File: config.mk
export PLATFORM = sky130hd
export DESIGN_NAME = line_id_subtlv_parser
export DESIGN_NICKNAME = d
export VERILOG_FILES = /design/src/rtl/core/lidp_pkg.sv /design/src/rtl/core/lidp_front.sv /design/src/rtl/core/lidp_back.sv /design/src/rtl/core/line_id_subtlv_parser.sv
export SDC_FILE = /design/constraint.sdc
export NUM_CORES = 1
export LEC_CHECK = 0
export ABC_CLOCK_PERIOD_IN_PS = 11240
export BUFFER_PORTS_ARGS = -buffer_cell sky130_fd_sc_hd__buf_2
export CAP_MARGIN = 30
export CORE_ASPECT_RATIO = 1.25
export CORE_MARGIN = 1.5
export CORE_UTILIZATION = 40
export DETAILED_ROUTE_END_ITERATION = 8
export PLACE_DENSITY = 0.52
export SETUP_SLACK_MARGIN = 0.15
export SYNTH_ARGS = -nofsm -noshare
export SYNTH_HDL_FRONTEND = slang
export SYNTH_SLANG_ARGS = --single-unit
File: constraint.sdc
create_clock -name clk -period 11.24 [get_ports clk]
set_input_delay 1.686 -clock clk [delete_from_list [all_inputs] [get_ports clk]]
set_output_delay 1.686 -clock clk [all_outputs]
set_load 0.05 [all_outputs]
File: src/rtl/core/lidp_pkg.sv
// Shared types and constants of the line-identification sub-option parser.
package lidp_pkg;

  // Default number of entries in the queue between the front and the back.
  localparam int unsigned QUEUE_DEPTH = 4;

  // One entry of work: an optional attribute result and an optional status result.
  typedef struct packed {
    logic        attr_vld;
    logic [4:0]  attr_code;
    logic [31:0] attr_value;
    logic        attr_end;
    logic        attr_empty;
    logic        stat_vld;
    logic        stat_bad;
  } op_t;

endpackage

File: src/rtl/core/lidp_front.sv
// Front part: walks the tag bytes one per cycle while the queue is not full and emits result work into the queue.
module lidp_front import lidp_pkg::*; (
  input  logic        clk,
  input  logic        rst_n,
  input  logic        in_push,
  input  logic [7:0]  in_data_byte,
  input  logic        in_first_byte,
  input  logic [15:0] in_tag_length,
  input  logic        in_mode,
  input  logic        q_full,
  output logic        q_push,
  output op_t         q_op
);

  typedef enum logic [2:0] {
    PH_IDLE, PH_ENT, PH_ID, PH_LEN, PH_PAY, PH_ERR
  } phase_t;

  typedef enum logic [2:0] {
    K_NONE, K_TEXT, K_NUM, K_ENCAP, K_FLAG
  } kind_t;

  localparam logic [7:0]  ID_CIRCUIT   = 8'h01;
  localparam logic [7:0]  ID_REMOTE    = 8'h02;
  localparam logic [7:0]  ID_NUM_LO    = 8'h81;
  localparam logic [7:0]  ID_NUM_HI    = 8'h8E;
  localparam logic [7:0]  ID_ACC_LO    = 8'h85;
  localparam logic [7:0]  ID_ENCAP     = 8'h90;
  localparam logic [7:0]  ID_SESSION   = 8'hFE;
  localparam logic [7:0]  NUM_BASE     = 8'h7F;
  localparam logic [7:0]  TEXT_MAX     = 8'd63;
  localparam logic [7:0]  NUM_LEN      = 8'd4;
  localparam logic [7:0]  ENCAP_LEN    = 8'd3;
  localparam logic [16:0] ENT_BYTES    = 17'd4;
  localparam logic [4:0]  CODE_CIRCUIT = 5'd0;
  localparam logic [4:0]  CODE_REMOTE  = 5'd1;
  localparam logic [4:0]  CODE_ENCAP   = 5'd16;
  localparam logic [4:0]  CODE_SESSION = 5'd17;

  function automatic kind_t kind_of(input logic [7:0] id, input logic access);
    kind_t k;
    k = K_NONE;
    if (access && (id inside {[ID_ACC_LO:ID_ENCAP]})) k = K_NONE;
    else if (id inside {ID_CIRCUIT, ID_REMOTE})       k = K_TEXT;
    else if (id inside {[ID_NUM_LO:ID_NUM_HI]})       k = K_NUM;
    else if (id == ID_ENCAP)                          k = K_ENCAP;
    else if (id == ID_SESSION)                        k = K_FLAG;
    return k;
  endfunction

  function automatic logic [4:0] code_of(input logic [7:0] id);
    logic [7:0] d;
    logic [4:0] c;
    d = id - NUM_BASE;
    if (id == ID_CIRCUIT)                        c = CODE_CIRCUIT;
    else if (id == ID_REMOTE)                    c = CODE_REMOTE;
    else if (id inside {[ID_NUM_LO:ID_NUM_HI]})  c = d[4:0];
    else if (id == ID_ENCAP)                     c = CODE_ENCAP;
    else                                         c = CODE_SESSION;
    return c;
  endfunction

  function automatic logic len_ok(input kind_t k, input logic [7:0] len);
    logic ok;
    case (k)
      K_TEXT:  ok = (len <= TEXT_MAX);
      K_NUM:   ok = (len == NUM_LEN);
      K_ENCAP: ok = (len == ENCAP_LEN);
      K_FLAG:  ok = (len == 8'd0);
      default: ok = 1'b1;
    endcase
    return ok;
  endfunction

  phase_t      phase_r, phase_nxt, phase_e;
  logic [15:0] byte_count_r, byte_count_nxt, pos_e;
  logic [15:0] tag_total_r, tag_total_nxt, tot_e;
  logic        mode_r, mode_nxt, mode_e;
  logic [7:0]  option_id_r, option_id_nxt, opt_e;
  logic [7:0]  payload_left_r, payload_left_nxt, pl_e;
  logic [31:0] acc_r, acc_nxt, acc_e;
  logic        skipping_r, skipping_nxt, skip_e;

  logic        take, restart, last;
  logic [16:0] pos_inc;
  logic [15:0] rem;
  kind_t       kind;
  op_t         op;

  assign take    = in_push && !q_full;
  assign restart = take && in_first_byte;

  always_comb begin
    // a first byte opens a fresh tag before the byte is processed
    if (restart) begin
      tot_e   = (in_tag_length == 16'd0) ? 16'd1 : in_tag_length;
      mode_e  = in_mode;
      pos_e   = 16'd0;
      phase_e = PH_ENT;
      opt_e   = 8'd0;
      pl_e    = 8'd0;
      acc_e   = 32'd0;
      skip_e  = 1'b0;
    end else begin
      tot_e   = tag_total_r;
      mode_e  = mode_r;
      pos_e   = byte_count_r;
      phase_e = phase_r;
      opt_e   = option_id_r;
      pl_e    = payload_left_r;
      acc_e   = acc_r;
      skip_e  = skipping_r;
    end

    pos_inc = {1'b0, pos_e} + 17'd1;
    last    = (pos_inc >= {1'b0, tot_e});
    rem     = last ? 16'd0 : (tot_e - pos_e - 16'd1);
    kind    = kind_of(opt_e, mode_e);

    tag_total_nxt    = tot_e;
    mode_nxt         = mode_e;
    byte_count_nxt   = pos_e;
    phase_nxt        = phase_e;
    option_id_nxt    = opt_e;
    payload_left_nxt = pl_e;
    acc_nxt          = acc_e;
    skipping_nxt     = skip_e;
    op               = '0;

    if (take && phase_e != PH_IDLE) begin
      case (phase_e)
        PH_ENT: begin
          if (pos_inc >= ENT_BYTES) phase_nxt = PH_ID;
        end
        PH_ID: begin
          option_id_nxt = in_data_byte;
          phase_nxt     = last ? PH_ERR : PH_LEN;
        end
        PH_LEN: begin
          if ({8'd0, in_data_byte} > rem || !len_ok(kind, in_data_byte)) begin
            phase_nxt = PH_ERR;
          end else if (in_data_byte == 8'd0) begin
            if (kind != K_NONE) begin
              op.attr_vld   = 1'b1;
              op.attr_code  = code_of(opt_e);
              op.attr_end   = 1'b1;
              op.attr_empty = 1'b1;
            end
            phase_nxt = PH_ID;
          end else begin
            payload_left_nxt = in_data_byte;
            skipping_nxt     = (kind == K_NONE);
            acc_nxt          = 32'd0;
            phase_nxt        = PH_PAY;
          end
        end
        PH_PAY: begin
          payload_left_nxt = pl_e - 8'd1;
          if (!skip_e) begin
            if (kind == K_NUM) begin
              acc_nxt = {acc_e[23:0], in_data_byte};
              if (payload_left_nxt == 8'd0) begin
                op.attr_vld   = 1'b1;
                op.attr_code  = code_of(opt_e);
                op.attr_value = acc_nxt;
                op.attr_end   = 1'b1;
              end
            end else begin
              op.attr_vld   = 1'b1;
              op.attr_code  = code_of(opt_e);
              op.attr_value = {24'd0, in_data_byte};
              op.attr_end   = (payload_left_nxt == 8'd0);
            end
          end
          if (payload_left_nxt == 8'd0) phase_nxt = PH_ID;
        end
        default: ;
      endcase

      byte_count_nxt = pos_inc[15:0];
      if (last) begin
        op.stat_vld = 1'b1;
        op.stat_bad = (phase_nxt == PH_ERR);
        phase_nxt   = PH_IDLE;
      end
    end
  end

  assign q_push = take && (op.attr_vld || op.stat_vld);
  assign q_op   = op;

  always_ff @(posedge clk) begin
    if (!rst_n) begin
      phase_r        <= PH_IDLE;
      byte_count_r   <= 16'd0;
      tag_total_r    <= 16'd0;
      mode_r         <= 1'b0;
      option_id_r    <= 8'd0;
      payload_left_r <= 8'd0;
      acc_r          <= 32'd0;
      skipping_r     <= 1'b0;
    end else begin
      phase_r        <= phase_nxt;
      byte_count_r   <= byte_count_nxt;
      tag_total_r    <= tag_total_nxt;
      mode_r         <= mode_nxt;
      option_id_r    <= option_id_nxt;
      payload_left_r <= payload_left_nxt;
      acc_r          <= acc_nxt;
      skipping_r     <= skipping_nxt;
    end
  end

endmodule

File: src/rtl/core/lidp_back.sv
// Back part: queue of pending work and the result sequencer that drives the output side.
module lidp_back import lidp_pkg::*; #(
  parameter int unsigned DEPTH = QUEUE_DEPTH
) (
  input  logic        clk,
  input  logic        rst_n,
  input  logic        q_push,
  input  op_t         q_op,
  output logic        q_full,
  output logic        out_empty,
  input  logic        out_pop,
  output logic        out_is_attribute,
  output logic [4:0]  out_attr_code,
  output logic [31:0] out_attr_value,
  output logic        out_attr_end,
  output logic        out_attr_empty,
  output logic        out_tag_done,
  output logic        out_tag_invalid
);

  localparam int unsigned PW = (DEPTH > 1) ? $clog2(DEPTH) : 1;
  localparam int unsigned CW = $clog2(DEPTH + 1);
  localparam logic [PW-1:0] LAST_PTR = PW'(DEPTH - 1);

  op_t           mem_r [DEPTH];
  logic [PW-1:0] wr_ptr_r, rd_ptr_r;
  logic [CW-1:0] count_r, count_nxt;
  logic          second_r;
  op_t           head;
  logic          show_attr, take, deq;

  assign q_full    = (count_r == CW'(DEPTH));
  assign out_empty = (count_r == '0);
  assign head      = mem_r[rd_ptr_r];
  // the attribute part of a head entry goes out before its status part
  assign show_attr = head.attr_vld && !second_r;
  assign take      = out_pop && !out_empty;
  assign deq       = take && !(show_attr && head.stat_vld);

  assign out_is_attribute = show_attr;
  assign out_attr_code    = show_attr ? head.attr_code : 5'd0;
  assign out_attr_value   = show_attr ? head.attr_value : 32'd0;
  assign out_attr_end     = show_attr && head.attr_end;
  assign out_attr_empty   = show_attr && head.attr_empty;
  assign out_tag_done     = !show_attr;
  assign out_tag_invalid  = !show_attr && head.stat_bad;

  always_comb begin
    count_nxt = count_r;
    if (q_push && !deq)      count_nxt = count_r + CW'(1);
    else if (!q_push && deq) count_nxt = count_r - CW'(1);
  end

  always_ff @(posedge clk) begin
    if (q_push) mem_r[wr_ptr_r] <= q_op;
  end

  always_ff @(posedge clk) begin
    if (!rst_n) begin
      wr_ptr_r <= '0;
      rd_ptr_r <= '0;
      count_r  <= '0;
      second_r <= 1'b0;
    end else begin
      count_r <= count_nxt;
      if (q_push) wr_ptr_r <= (wr_ptr_r == LAST_PTR) ? '0 : wr_ptr_r + PW'(1);
      if (deq) begin
        rd_ptr_r <= (rd_ptr_r == LAST_PTR) ? '0 : rd_ptr_r + PW'(1);
        second_r <= 1'b0;
      end else if (take) begin
        second_r <= 1'b1;
      end
    end
  end

endmodule

File: src/rtl/core/line_id_subtlv_parser.sv
// Top level of the line-identification sub-option parser.
// Takes one tag byte per cycle (push/full) and gives attribute and status
// items through a queue-style output (empty/pop). A byte is taken whenever the
// work queue has room; a byte that yields both an attribute and the final
// status needs two output pops, so under a steady run of such bytes the
// output side sets the sustained rate, and the work queue of QUEUE_DEPTH
// entries between the byte walker and the result sequencer absorbs short
// output stalls. Empty goes low in the cycle after a push that yields work.
module line_id_subtlv_parser import lidp_pkg::*; #(
  parameter int unsigned DEPTH = QUEUE_DEPTH
) (
  input  logic        clk,
  input  logic        rst_n,
  input  logic        in_push,
  output logic        in_full,
  input  logic [7:0]  in_data_byte,
  input  logic        in_first_byte,
  input  logic [15:0] in_tag_length,
  input  logic        in_mode,
  output logic        out_empty,
  input  logic        out_pop,
  output logic        out_is_attribute,
  output logic [4:0]  out_attr_code,
  output logic [31:0] out_attr_value,
  output logic        out_attr_end,
  output logic        out_attr_empty,
  output logic        out_tag_done,
  output logic        out_tag_invalid
);

  logic q_push, q_full;
  op_t  q_op;

  assign in_full = q_full;

  lidp_front u_front (
    .clk           (clk),
    .rst_n         (rst_n),
    .in_push       (in_push),
    .in_data_byte  (in_data_byte),
    .in_first_byte (in_first_byte),
    .in_tag_length (in_tag_length),
    .in_mode       (in_mode),
    .q_full        (q_full),
    .q_push        (q_push),
    .q_op          (q_op)
  );

  lidp_back #(.DEPTH(DEPTH)) u_back (
    .clk              (clk),
    .rst_n            (rst_n),
    .q_push           (q_push),
    .q_op             (q_op),
    .q_full           (q_full),
    .out_empty        (out_empty),
    .out_pop          (out_pop),
    .out_is_attribute (out_is_attribute),
    .out_attr_code    (out_attr_code),
    .out_attr_value   (out_attr_value),
    .out_attr_end     (out_attr_end),
    .out_attr_empty   (out_attr_empty),
    .out_tag_done     (out_tag_done),
    .out_tag_invalid  (out_tag_invalid)
  );

endmodule
* After elaboration in Yosys (flattened, before gate mapping)
Memories as Yosys holds them, arrays and structs flattened. A register that Yosys moved wholly into a read port is not among the register bits. Cells that the tools add are included.
Word-level totals: flip-flop bits (word level) 93, input port bits 30, bits in writable memories 168, logic and storage cells 158, memories 1
Memories:
- u_back.mem_r | words 4, width 42, read ports 1, clocked after memory_dff 1, write ports 1, RTL line lidp_back.sv:25 | op_t mem_r [DEPTH];
Cells by class: mux-type cells 73, reduce and logical (&&, ||, !) cells 36, add/sub/neg operators 9, bitwise logic cells 1, magnitude comparators 8, equal/unequal tests 18
Operators with widths (number):
- 32-bit 2-to-1 mux | 8
- 39-bit 2-to-1 mux | 3
- 16-bit 2-to-1 mux | 5
- 32-bit one-hot mux with 2 select lines | 1
- 8-bit 2-to-1 mux | 7
- 3-bit 2-to-1 mux | 16
- 42-bit 2-to-1 mux | 1
- 5-bit 2-to-1 mux | 4
- 6-bit 2-to-1 mux | 3
- 16-bit by 1-bit adder with 17-bit output, second input constant | 1
- 17-bit by 16-bit greater-or-equal comparator with 1-bit output | 1
- 17-bit by 3-bit greater-or-equal comparator with 1-bit output, second input constant | 1
- 8-bit by 2-bit equality test with 1-bit output, second input constant | 2
- 8-bit equality test, second input constant | 2
- 8-bit greater-or-equal comparator, second input constant | 2
- 8-bit by 16-bit greater-than comparator with 1-bit output | 1
- 8-bit less-or-equal comparator, second input constant | 2
- 1-bit logical AND | 16
- 16-bit zero test | 1
- 8-bit zero test | 2
- 2-bit 2-to-1 mux | 8
- 8-bit one-hot mux with 2 select lines | 1
- 16-bit by 1-bit subtractor with 16-bit output, second input constant | 1
- 16-bit subtractor | 1
- other kinds (24) | 55

* Logic depth before layout (Yosys ltp)
Gate-level depths: netlist (run 1).
depth in word-level cells 29, gate-level depth with buffers 38, mapped depth without buffers 31

* Modules after synthesis
A second synthesis (run 1) with hierarchy kept.
Second synthesis, totals: cells, all modules 1087, area total of the unflattened synthesis 12802.3 µm²
Modules (own cells, without submodules):
- lidp_back | cells an instance 322, area each 6875.3 µm², instances 1, seq. area each 5245.0 µm²
- lidp_front | cells an instance 765, area each 5926.9 µm², instances 1, seq. area each 1541.5 µm²

* Least setup slack after synthesis (run 1)
Ideal clock, no wire load.
kind input-to-reg, start point input port in_first_byte, end point memory u_back.mem_r[0][0] (netlist name), enable pin, data required time 10.793 ns, slack 1.571 ns, setup time 0.447 ns, stages on the path 31, path buffers 6, data arrival time 9.222 ns, cell sequence and2_1 -> nand2_1 -> buf_4 -> clkbuf_1 -> clkbuf_1 -> nand2_1 -> inv_1 -> ha_1 -> buf_2 -> nand4_1 -> or3_1 -> clkbuf_1 -> or4_1 -> a21oi_1 -> ha_1 -> nand4_1 -> nor2_1 -> a2111oi_0 -> a21o_1 -> and2_1 -> clkbuf_1 -> nand2_1 -> ha_1 -> a21o_1 -> a21oi_1 -> a21oi_1 -> o22ai_1 -> a21oi_1 -> nor4_1 -> a21oi_2 -> nor2b_1
On the way: word-level cells in the longest chain between the ends 21
RTL lines:
- from (decl) | RTL line line_id_subtlv_parser.sv:17 | input logic in_first_byte,
- 1-bit logical AND (*) | RTL line lidp_front.sv:91 | assign restart = take && in_first_byte;
- parallel branches: the longest is 15 deep, another holds 16-bit subtractor
- 42-bit 2-to-1 mux (*) | RTL line lidp_front.sv:130 | if (take && phase_e != PH_IDLE) begin
- 1-bit logical OR (*) | RTL line lidp_front.sv:189 | assign q_push = take && (op.attr_vld || op.stat_vld);
- 1-bit logical AND (*) | RTL line lidp_front.sv:189
- 1-bit 2-to-1 mux (*) | RTL line lidp_back.sv:55 | if (q_push) mem_r[wr_ptr_r] <= q_op;
- 1-bit 2-to-1 mux (not written as such) (*) | RTL line lidp_back.sv:55
- to (decl) | RTL line lidp_back.sv:25
Mark *: on every way between the ends. The select of a mux whose other input is x is not followed.

* Worst setup path in the final report (run 1)
start point input port in_first_byte, end point register u_back.count_r[2]
On the way: word-level cells in the longest chain between the ends 22
RTL lines:
- 1-bit logical AND (*) | RTL line lidp_front.sv:91
- parallel branches: the longest is 15 deep, another holds 16-bit subtractor
- 42-bit 2-to-1 mux (*) | RTL line lidp_front.sv:130
- 1-bit logical OR (*) | RTL line lidp_front.sv:189
- 1-bit logical AND (*) | RTL line lidp_front.sv:189
- named net q_push | RTL line line_id_subtlv_parser.sv:31 | logic q_push, q_full;
- 1-bit zero test | RTL line lidp_back.sv:51 | else if (!q_push && deq) count_nxt = count_r - CW'(1);
- 1-bit logical AND | RTL line lidp_back.sv:51
- 2-bit nonzero test (no line)
- to (signal assigned) | RTL line lidp_back.sv:65 | count_r <= count_nxt;
- to (decl) | RTL line lidp_back.sv:27 | logic [CW-1:0] count_r, count_nxt;
Mark *: on every way through the listed nets, which the timed path passes. The select of a mux whose other input is x is not followed. A chain may end at the register's enable or synchronous reset.

==> flow_summary.toml, run 1 <==
[timing]
hold_viol = 0
fin_crit_sh_pct = 80.31
period_minus_slack_ns = 9.027
setup_slack_ns = 2.213
setup_tns_ns = 0
rsz0062_at_grt = "false"
fin_skew_ns = 0.01290
holdWs_ns = 0.4689
relSlewSlack_pct = 35.21
tightest_slew_ns = 0.9630
max_freq_ghz = 0.1108
drv_slew = 0
finalSetupViolations = 0

[yosys]
synth_cell_type_count = 79
syn-num-nets = 1241
syn_area_um2 = 13150
yosys_warnings = 0
synthCells = 1156
yosysSeqAreaShare_pct = 51.59
synthTopCellsByCount = "edfxtp_1 (168), dfxtp_1 (87), nand2_1 (83), nor2b_1 (70), nor2_1 (67)"
synth_edf_count = 168
synth_top_area_share_pct = 38.35
syn_avg_cell_area_um2 = 11.38
synth_top_area_cell = "edfxtp_1"
async_reset_ff_share_pct = 0
synth_most_common_cell = "edfxtp_1"
synth_area_leaders = "edfxtp_1 (38%), dfxtp_1 (13%), mux4_2 (7.2%), ha_1 (5.0%), nor2b_1 (3.3%)"
ys_ff_latch = 255
ys.flop_type = "edfxtp_1"

[floorplan]
start_util_pct = 40.48
fp.dieW_um = 165.2
die_area_um2 = 33990
die_y_um = 205.7
fp-row-count = 74
coreArea_um2 = 32500
ios = 74

[critical_path]
crit_path_start_kind = "primary input"
path_class = "in -> reg"
cp_max_fo = 12
slowest_delay_ns = 0.65
endpoint_kind = "register"
cp_common_cell = "ha_1"
cp.arrival_ns = 9.49
cp.required_ns = 11.71
slowest_stage = "a21oi_2"

[global_route]
grt_overflow = 0
grtUsageTotal_pct = 19.47
grt_max_degree = 43
antenna_found_initial = 0
grt_pass1_vias = 9178
grt_pass1_wl_mm = 50.83

[cells_and_area]
nNetsFinal = 1298
fin_util_pct = 45.71
seq_area_um2 = 6789
finish.instance_area_um2 = 14860
multi_input_area_um2 = 5959
final_layout_size_suffix_gt1_share_pct = 16.68
fillers = 3027
syn2layout_area_growth_pct = 12.94
antennaDiodeCount = 0
fin_cells = 1653

[outcome]
status = "complete, no violations"

[clock_tree]
post_cts_buffers = 0
ctsResizeCount = 0
clockBufferDepth = 3
ctsHoldBuffers = 0
clock-sinks = 255
htree_levels = 1
cts_tree = "done"
clock_latency_ns = 0.54
cts.clk_slew.worst_paths_ns = 0.06
numCtsBuffers = 28
root_buffer = "clkbuf_16"

[routing]
drc = 0
dr.first_iter.drc_count = 450
wl_mm = 32.29
drt_first_pass_iters = 5
ant_nets = 0
via_count = 9082
viasPerCell = 5.494
wl_per_cell_um = 19.53

[pwr]
fin_total_pwr_mw = 2.542
peakVddDrop_v = 0.0001178
power_density_nw_per_um2 = 171.1
leakagePower_nw = 5.403

[placement]
dpl_cell_area_um2 = 13930
hpwl_mm = 21.98
placedCellCount = 1601
gp_congestion = 0.8558
port-buffer-count = 73
place_ws_ns = 1.703

[worst_hold_path]
hold_path.class = "reg -> reg"

[run]
cap_violations = 0
-- cells by family (layout without fill, tap and decap cells) --
family / count (synthesis) / in the layout / share of synthesized area, %
compound gates: 225 / 225 / 11.67
flops: 255 / 255 / 51.59
fa+ha+maj: 55 / 55 / 5.346
xor+xnor: 39 / 39 / 2.597
buf+inv: 110 / 189 / 3.415
simple gates: 411 / 411 / 16.74
mux: 61 / 61 / 8.637
-- report_power, final --
part,switching (mW),internal [mW]
sequential,0.0148,1.01
combinational,0.387,0.220
clock,0.368,0.540
-- flip-flops by register name, summed over array words and instances (netlist names), 2 cells and up, named ones only --
register and cells:
u_front.tag_total_r 16, u_front.option_id_r 8, u_front.acc_r 24, u_back.count_r 3, u_back.wr_ptr_r 2, u_front.payload_left_r 8, u_back.mem_r 168, u_back.rd_ptr_r 2
u_front.byte_count_r 16, u_front.phase_r 3
-- area by class of cell --
cell class / count / share of cell area, %
Sequential cell: 255 / 45.70
Multi-Input combinational cell: 791 / 40.12
Clock buffer: 38 / 5.315
Tap cell: 418 / 3.521
Timing Repair Buffer: 87 / 3.150
Inverter: 50 / 1.297
Clock inverter: 14 / 0.9012
-- layer usage --
| metal | GRT usage, % | routed length [um] | share of wire (%) |
|---|---|---|---|
| met3 | 1.975 | 1184 | 3.7 |
| met2 | 34.46 | 16210 | 50 |
| met1 | 23.87 | 13550 | 42 |
| met5 | 0 | 0 | 0 |
| met4 | 8.462 | 1345 | 4.2 |
-- worst max-delay path, delay by kind of cell --
kind                       cells  cell delay [ns]
adders and majority gates      5             1.35
buffers and inverters          3             0.31
AOI/OAI and AO/OA              8             1.98
and+or+nand+nor               14             4.08
xor gates and xnor gates       1             0.07
-- cells in the final DEF, fill, tap and decap left out, drive strengths merged, types with 7 or more instances in the layout --
| cell | synthesis | layout |
|---|---|---|
| edfxtp | 168 | 168 |
| dfxtp | 87 | 87 |
| buf | 11 | 87 |
| nand2 | 84 | 84 |
| nor2b | 70 | 70 |
| nor2 | 67 | 67 |
| a21oi | 67 | 67 |
| ha | 53 | 53 |
| inv | 49 | 51 |
| and2 | 49 | 49 |
| mux4 | 42 | 42 |
| o21ai | 39 | 39 |
| clkbuf | 49 | 38 |
| nand3 | 31 | 31 |
| nor4 | 27 | 27 |
| xnor2 | 25 | 25 |
| nor3 | 23 | 23 |
| mux2i | 19 | 19 |
| o22ai | 18 | 18 |
| xor2 | 14 | 14 |
| a21o | 14 | 14 |
| a22o | 12 | 12 |
| and3 | 11 | 11 |
| a21boi | 10 | 10 |
| or3 | 10 | 10 |
| or4 | 9 | 9 |
| clkinv | 1 | 9 |
| o211ai | 7 | 7 |
| a221o | 7 | 7 |
| a31oi | 7 | 7 |
| a211oi | 7 | 7 |
-- final timing paths --
check	start	endpoint	slack, ns	cells after the start
setup / recovery	in_first_byte	u_back.count_r[2]$_SDFFE_PN0P_	2.21	31
setup reg to reg	u_back.count_r[0]$_SDFFE_PN0P_	u_back.count_r[2]$_SDFFE_PN0P_	2.86	30
hold reg to reg	u_front.mode_r$_SDFF_PN0_	u_front.mode_r$_SDFF_PN0_	0.47	2
hold / removal	u_front.mode_r$_SDFF_PN0_	u_front.mode_r$_SDFF_PN0_	0.47	2
No activity file was read; power rests on OpenSTA's default activity.
==> inputs of run 2 (changes only) <==
--- a/config.mk
+++ b/config.mk
@@ -5,7 +5,7 @@
 export SDC_FILE = /design/constraint.sdc
 export NUM_CORES = 1
 export LEC_CHECK = 0
-export ABC_CLOCK_PERIOD_IN_PS = 11240
+export ABC_CLOCK_PERIOD_IN_PS = 8400
 export BUFFER_PORTS_ARGS = -buffer_cell sky130_fd_sc_hd__buf_2
 export CAP_MARGIN = 30
 export CORE_ASPECT_RATIO = 1.25
==> constraint.sdc (replaced) <==
create_clock -name clk -period 8.4 [get_ports clk]
set_input_delay 1.26 -clock clk [delete_from_list [all_inputs] [get_ports clk]]
set_output_delay 1.26 -clock clk [all_outputs]
set_load 0.05 [all_outputs]
==> flow_summary.toml, run 2 (synthesis gave the netlist of run 1 again) <==
[outcome]
status = "complete, no violations"

[critical_path]
cp.required_ns = 8.86
cp.arrival_ns = 8.04
slowest_delay_ns = 0.51
slowest_stage = "or4_1"
crit_path_start_kind = "primary input"
cp_common_cell = "ha_1"
path_class = "in -> reg"
cpLargestDelayFamily = "simple AND/OR/NAND/NOR gates"
crit_buf_inv = 4
cp_max_fo = 8
endpoint_kind = "register"

[clock_tree]
clock-sinks = 255
post_cts_buffers = 0
numCtsBuffers = 26
root_buffer = "clkbuf_16"
htree_levels = 1
ctsResizeCount = 0
ctsHoldBuffers = 0
cts_tree = "done"
cts.clk_slew.worst_paths_ns = 0.06
clockBufferDepth = 3
clock_latency_ns = 0.54

[global_route]
grt_pass1_vias = 9182
grt_max_degree = 53
antenna_found_initial = 0
grt_overflow = 0
grtUsageTotal_pct = 20.10
grt_pass1_wl_mm = 52.12

[pwr]
leakagePower_nw = 5.447
peakVddDrop_v = 0.0002371
power_density_nw_per_um2 = 227.5

[timing]
period_minus_slack_ns = 7.586
hold_viol = 0
drv_slew = 0
relSlewSlack_pct = 34.16
fin_skew_ns = 0.01237
tightest_slew_ns = 0.9785
rsz0062_at_grt = "false"
fin_crit_sh_pct = 90.31
finalSetupViolations = 0
setup_tns_ns = 0
max_freq_ghz = 0.1318

[floorplan]
die_y_um = 205.7
coreArea_um2 = 32500
die_area_um2 = 33990
ios = 74
fp-row-count = 74
fp.dieW_um = 165.2
start_util_pct = 40.48

[routing]
ant_nets = 0
viasPerCell = 5.524
drt_first_pass_iters = 5
via_count = 9203
wl_per_cell_um = 20.04
wl_mm = 33.38
drc = 0
dr.first_iter.drc_count = 473

[placement]
gp_congestion = 0.9148
port-buffer-count = 73
hpwl_mm = 22.97

[cells_and_area]
layout_common_cells = "edfxtp_1 (168), dfxtp_1 (85), nand2_1 (82), buf_2 (73), nor2_1 (67)"
nNetsFinal = 1313
largestRegisters = "u_back.mem_r: 168 flops, u_front.acc_r: 24 flops"
antennaDiodeCount = 0
fin_util_pct = 46.00
final_common_cell = "edfxtp_1"
fillers = 3027
regMostFlops = "u_back.mem_r"
final_layout_size_suffix_gt1_share_pct = 17.31
syn2layout_area_growth_pct = 13.65
largest_reg_flops = 168

[run]
cap_violations = 0

[worst_hold_path]
hold_path.class = "reg -> reg"
-- run 2: changes by cell type in the layout (fill, tap and decap cells not counted), moves of 2 or more --
cell and delta:
bufinv_16 +2, clkbuf_8 -3, buf_4 +18, clkinv_1 +3, clkinv_2 -4, clkbuf_16 -2
-- run 2: power breakdown --
group | total [mW] | switching, mW | internal (mW)
combinational | 0.825 | 0.521 | 0.304
clock | 1.19 | 0.482 | 0.711
sequential | 1.38 | 0.0287 | 1.35
-- run 2: path summary, 6_finish.rpt --
path	slack, ns	from	depth (start not counted)	end
hold reg to reg	0.48	u_front.acc_r[10]$_SDFF_PN0_	1	u_front.acc_r[18]$_SDFF_PN0_
hold / removal	0.48	u_front.acc_r[10]$_SDFF_PN0_	1	u_front.acc_r[18]$_SDFF_PN0_
setup / recovery	0.81	in_first_byte	32	u_back.count_r[2]$_SDFFE_PN0P_
setup reg to reg	1.05	u_back.count_r[0]$_SDFFE_PN0P_	31	u_back.count_r[2]$_SDFFE_PN0P_
-- run 2: layout make-up --
type                    instances  area (um2)  area share, %
flip-flops and latches        255        6789          45.41
multi-input cells             791        5972          39.95
clock buffers                  34       701.9          4.695
repair buffers                104       598.1          4.001
well taps                     418       523.0          3.499
inverters                      50       192.7          1.289
clock inverters                14       172.7          1.155
-- run 2: worst register-to-register path, delay by kind of cell, from the launching register on --
| family | cells | cell delay (ns) |
|---|---|---|
| AOI/OAI and AO/OA | 8 | 1.60 |
| DFF | 1 | 0.35 |
| xor gates and xnor gates | 1 | 0.07 |
| adders and majority gates | 5 | 1.16 |
| and+or+nand+nor | 14 | 3.75 |
| buffers and inverters | 3 | 0.32 |
-- run 2: per-stage QoR --
stage          hold WS [ns]  std cells  power, mW  area [um2]  setup WS (ns)
2_1_floorplan        0.4342       1156      2.034       13180         0.1601
3_3_place_gp         0.4616       1617      2.240       14060         0.2040
3_5_place_dp         0.4633       1618      2.246       14070        0.07033
4_1_cts              0.4864       1666      3.445       14940         0.6046
5_1_grt              0.5039       1666      3.571       14950         0.2852
6_report             0.4813       1666      3.400       14950         0.8137
-- run 2: metal layers --
metal	GRT usage (%)	wire (um)	up-vias
met3	2.499	1099	68
met4	8.269	1268	0
met2	36.04	17090	165
met1	24.10	13930	4522
met5	0	0	-
li1	-	-	4448
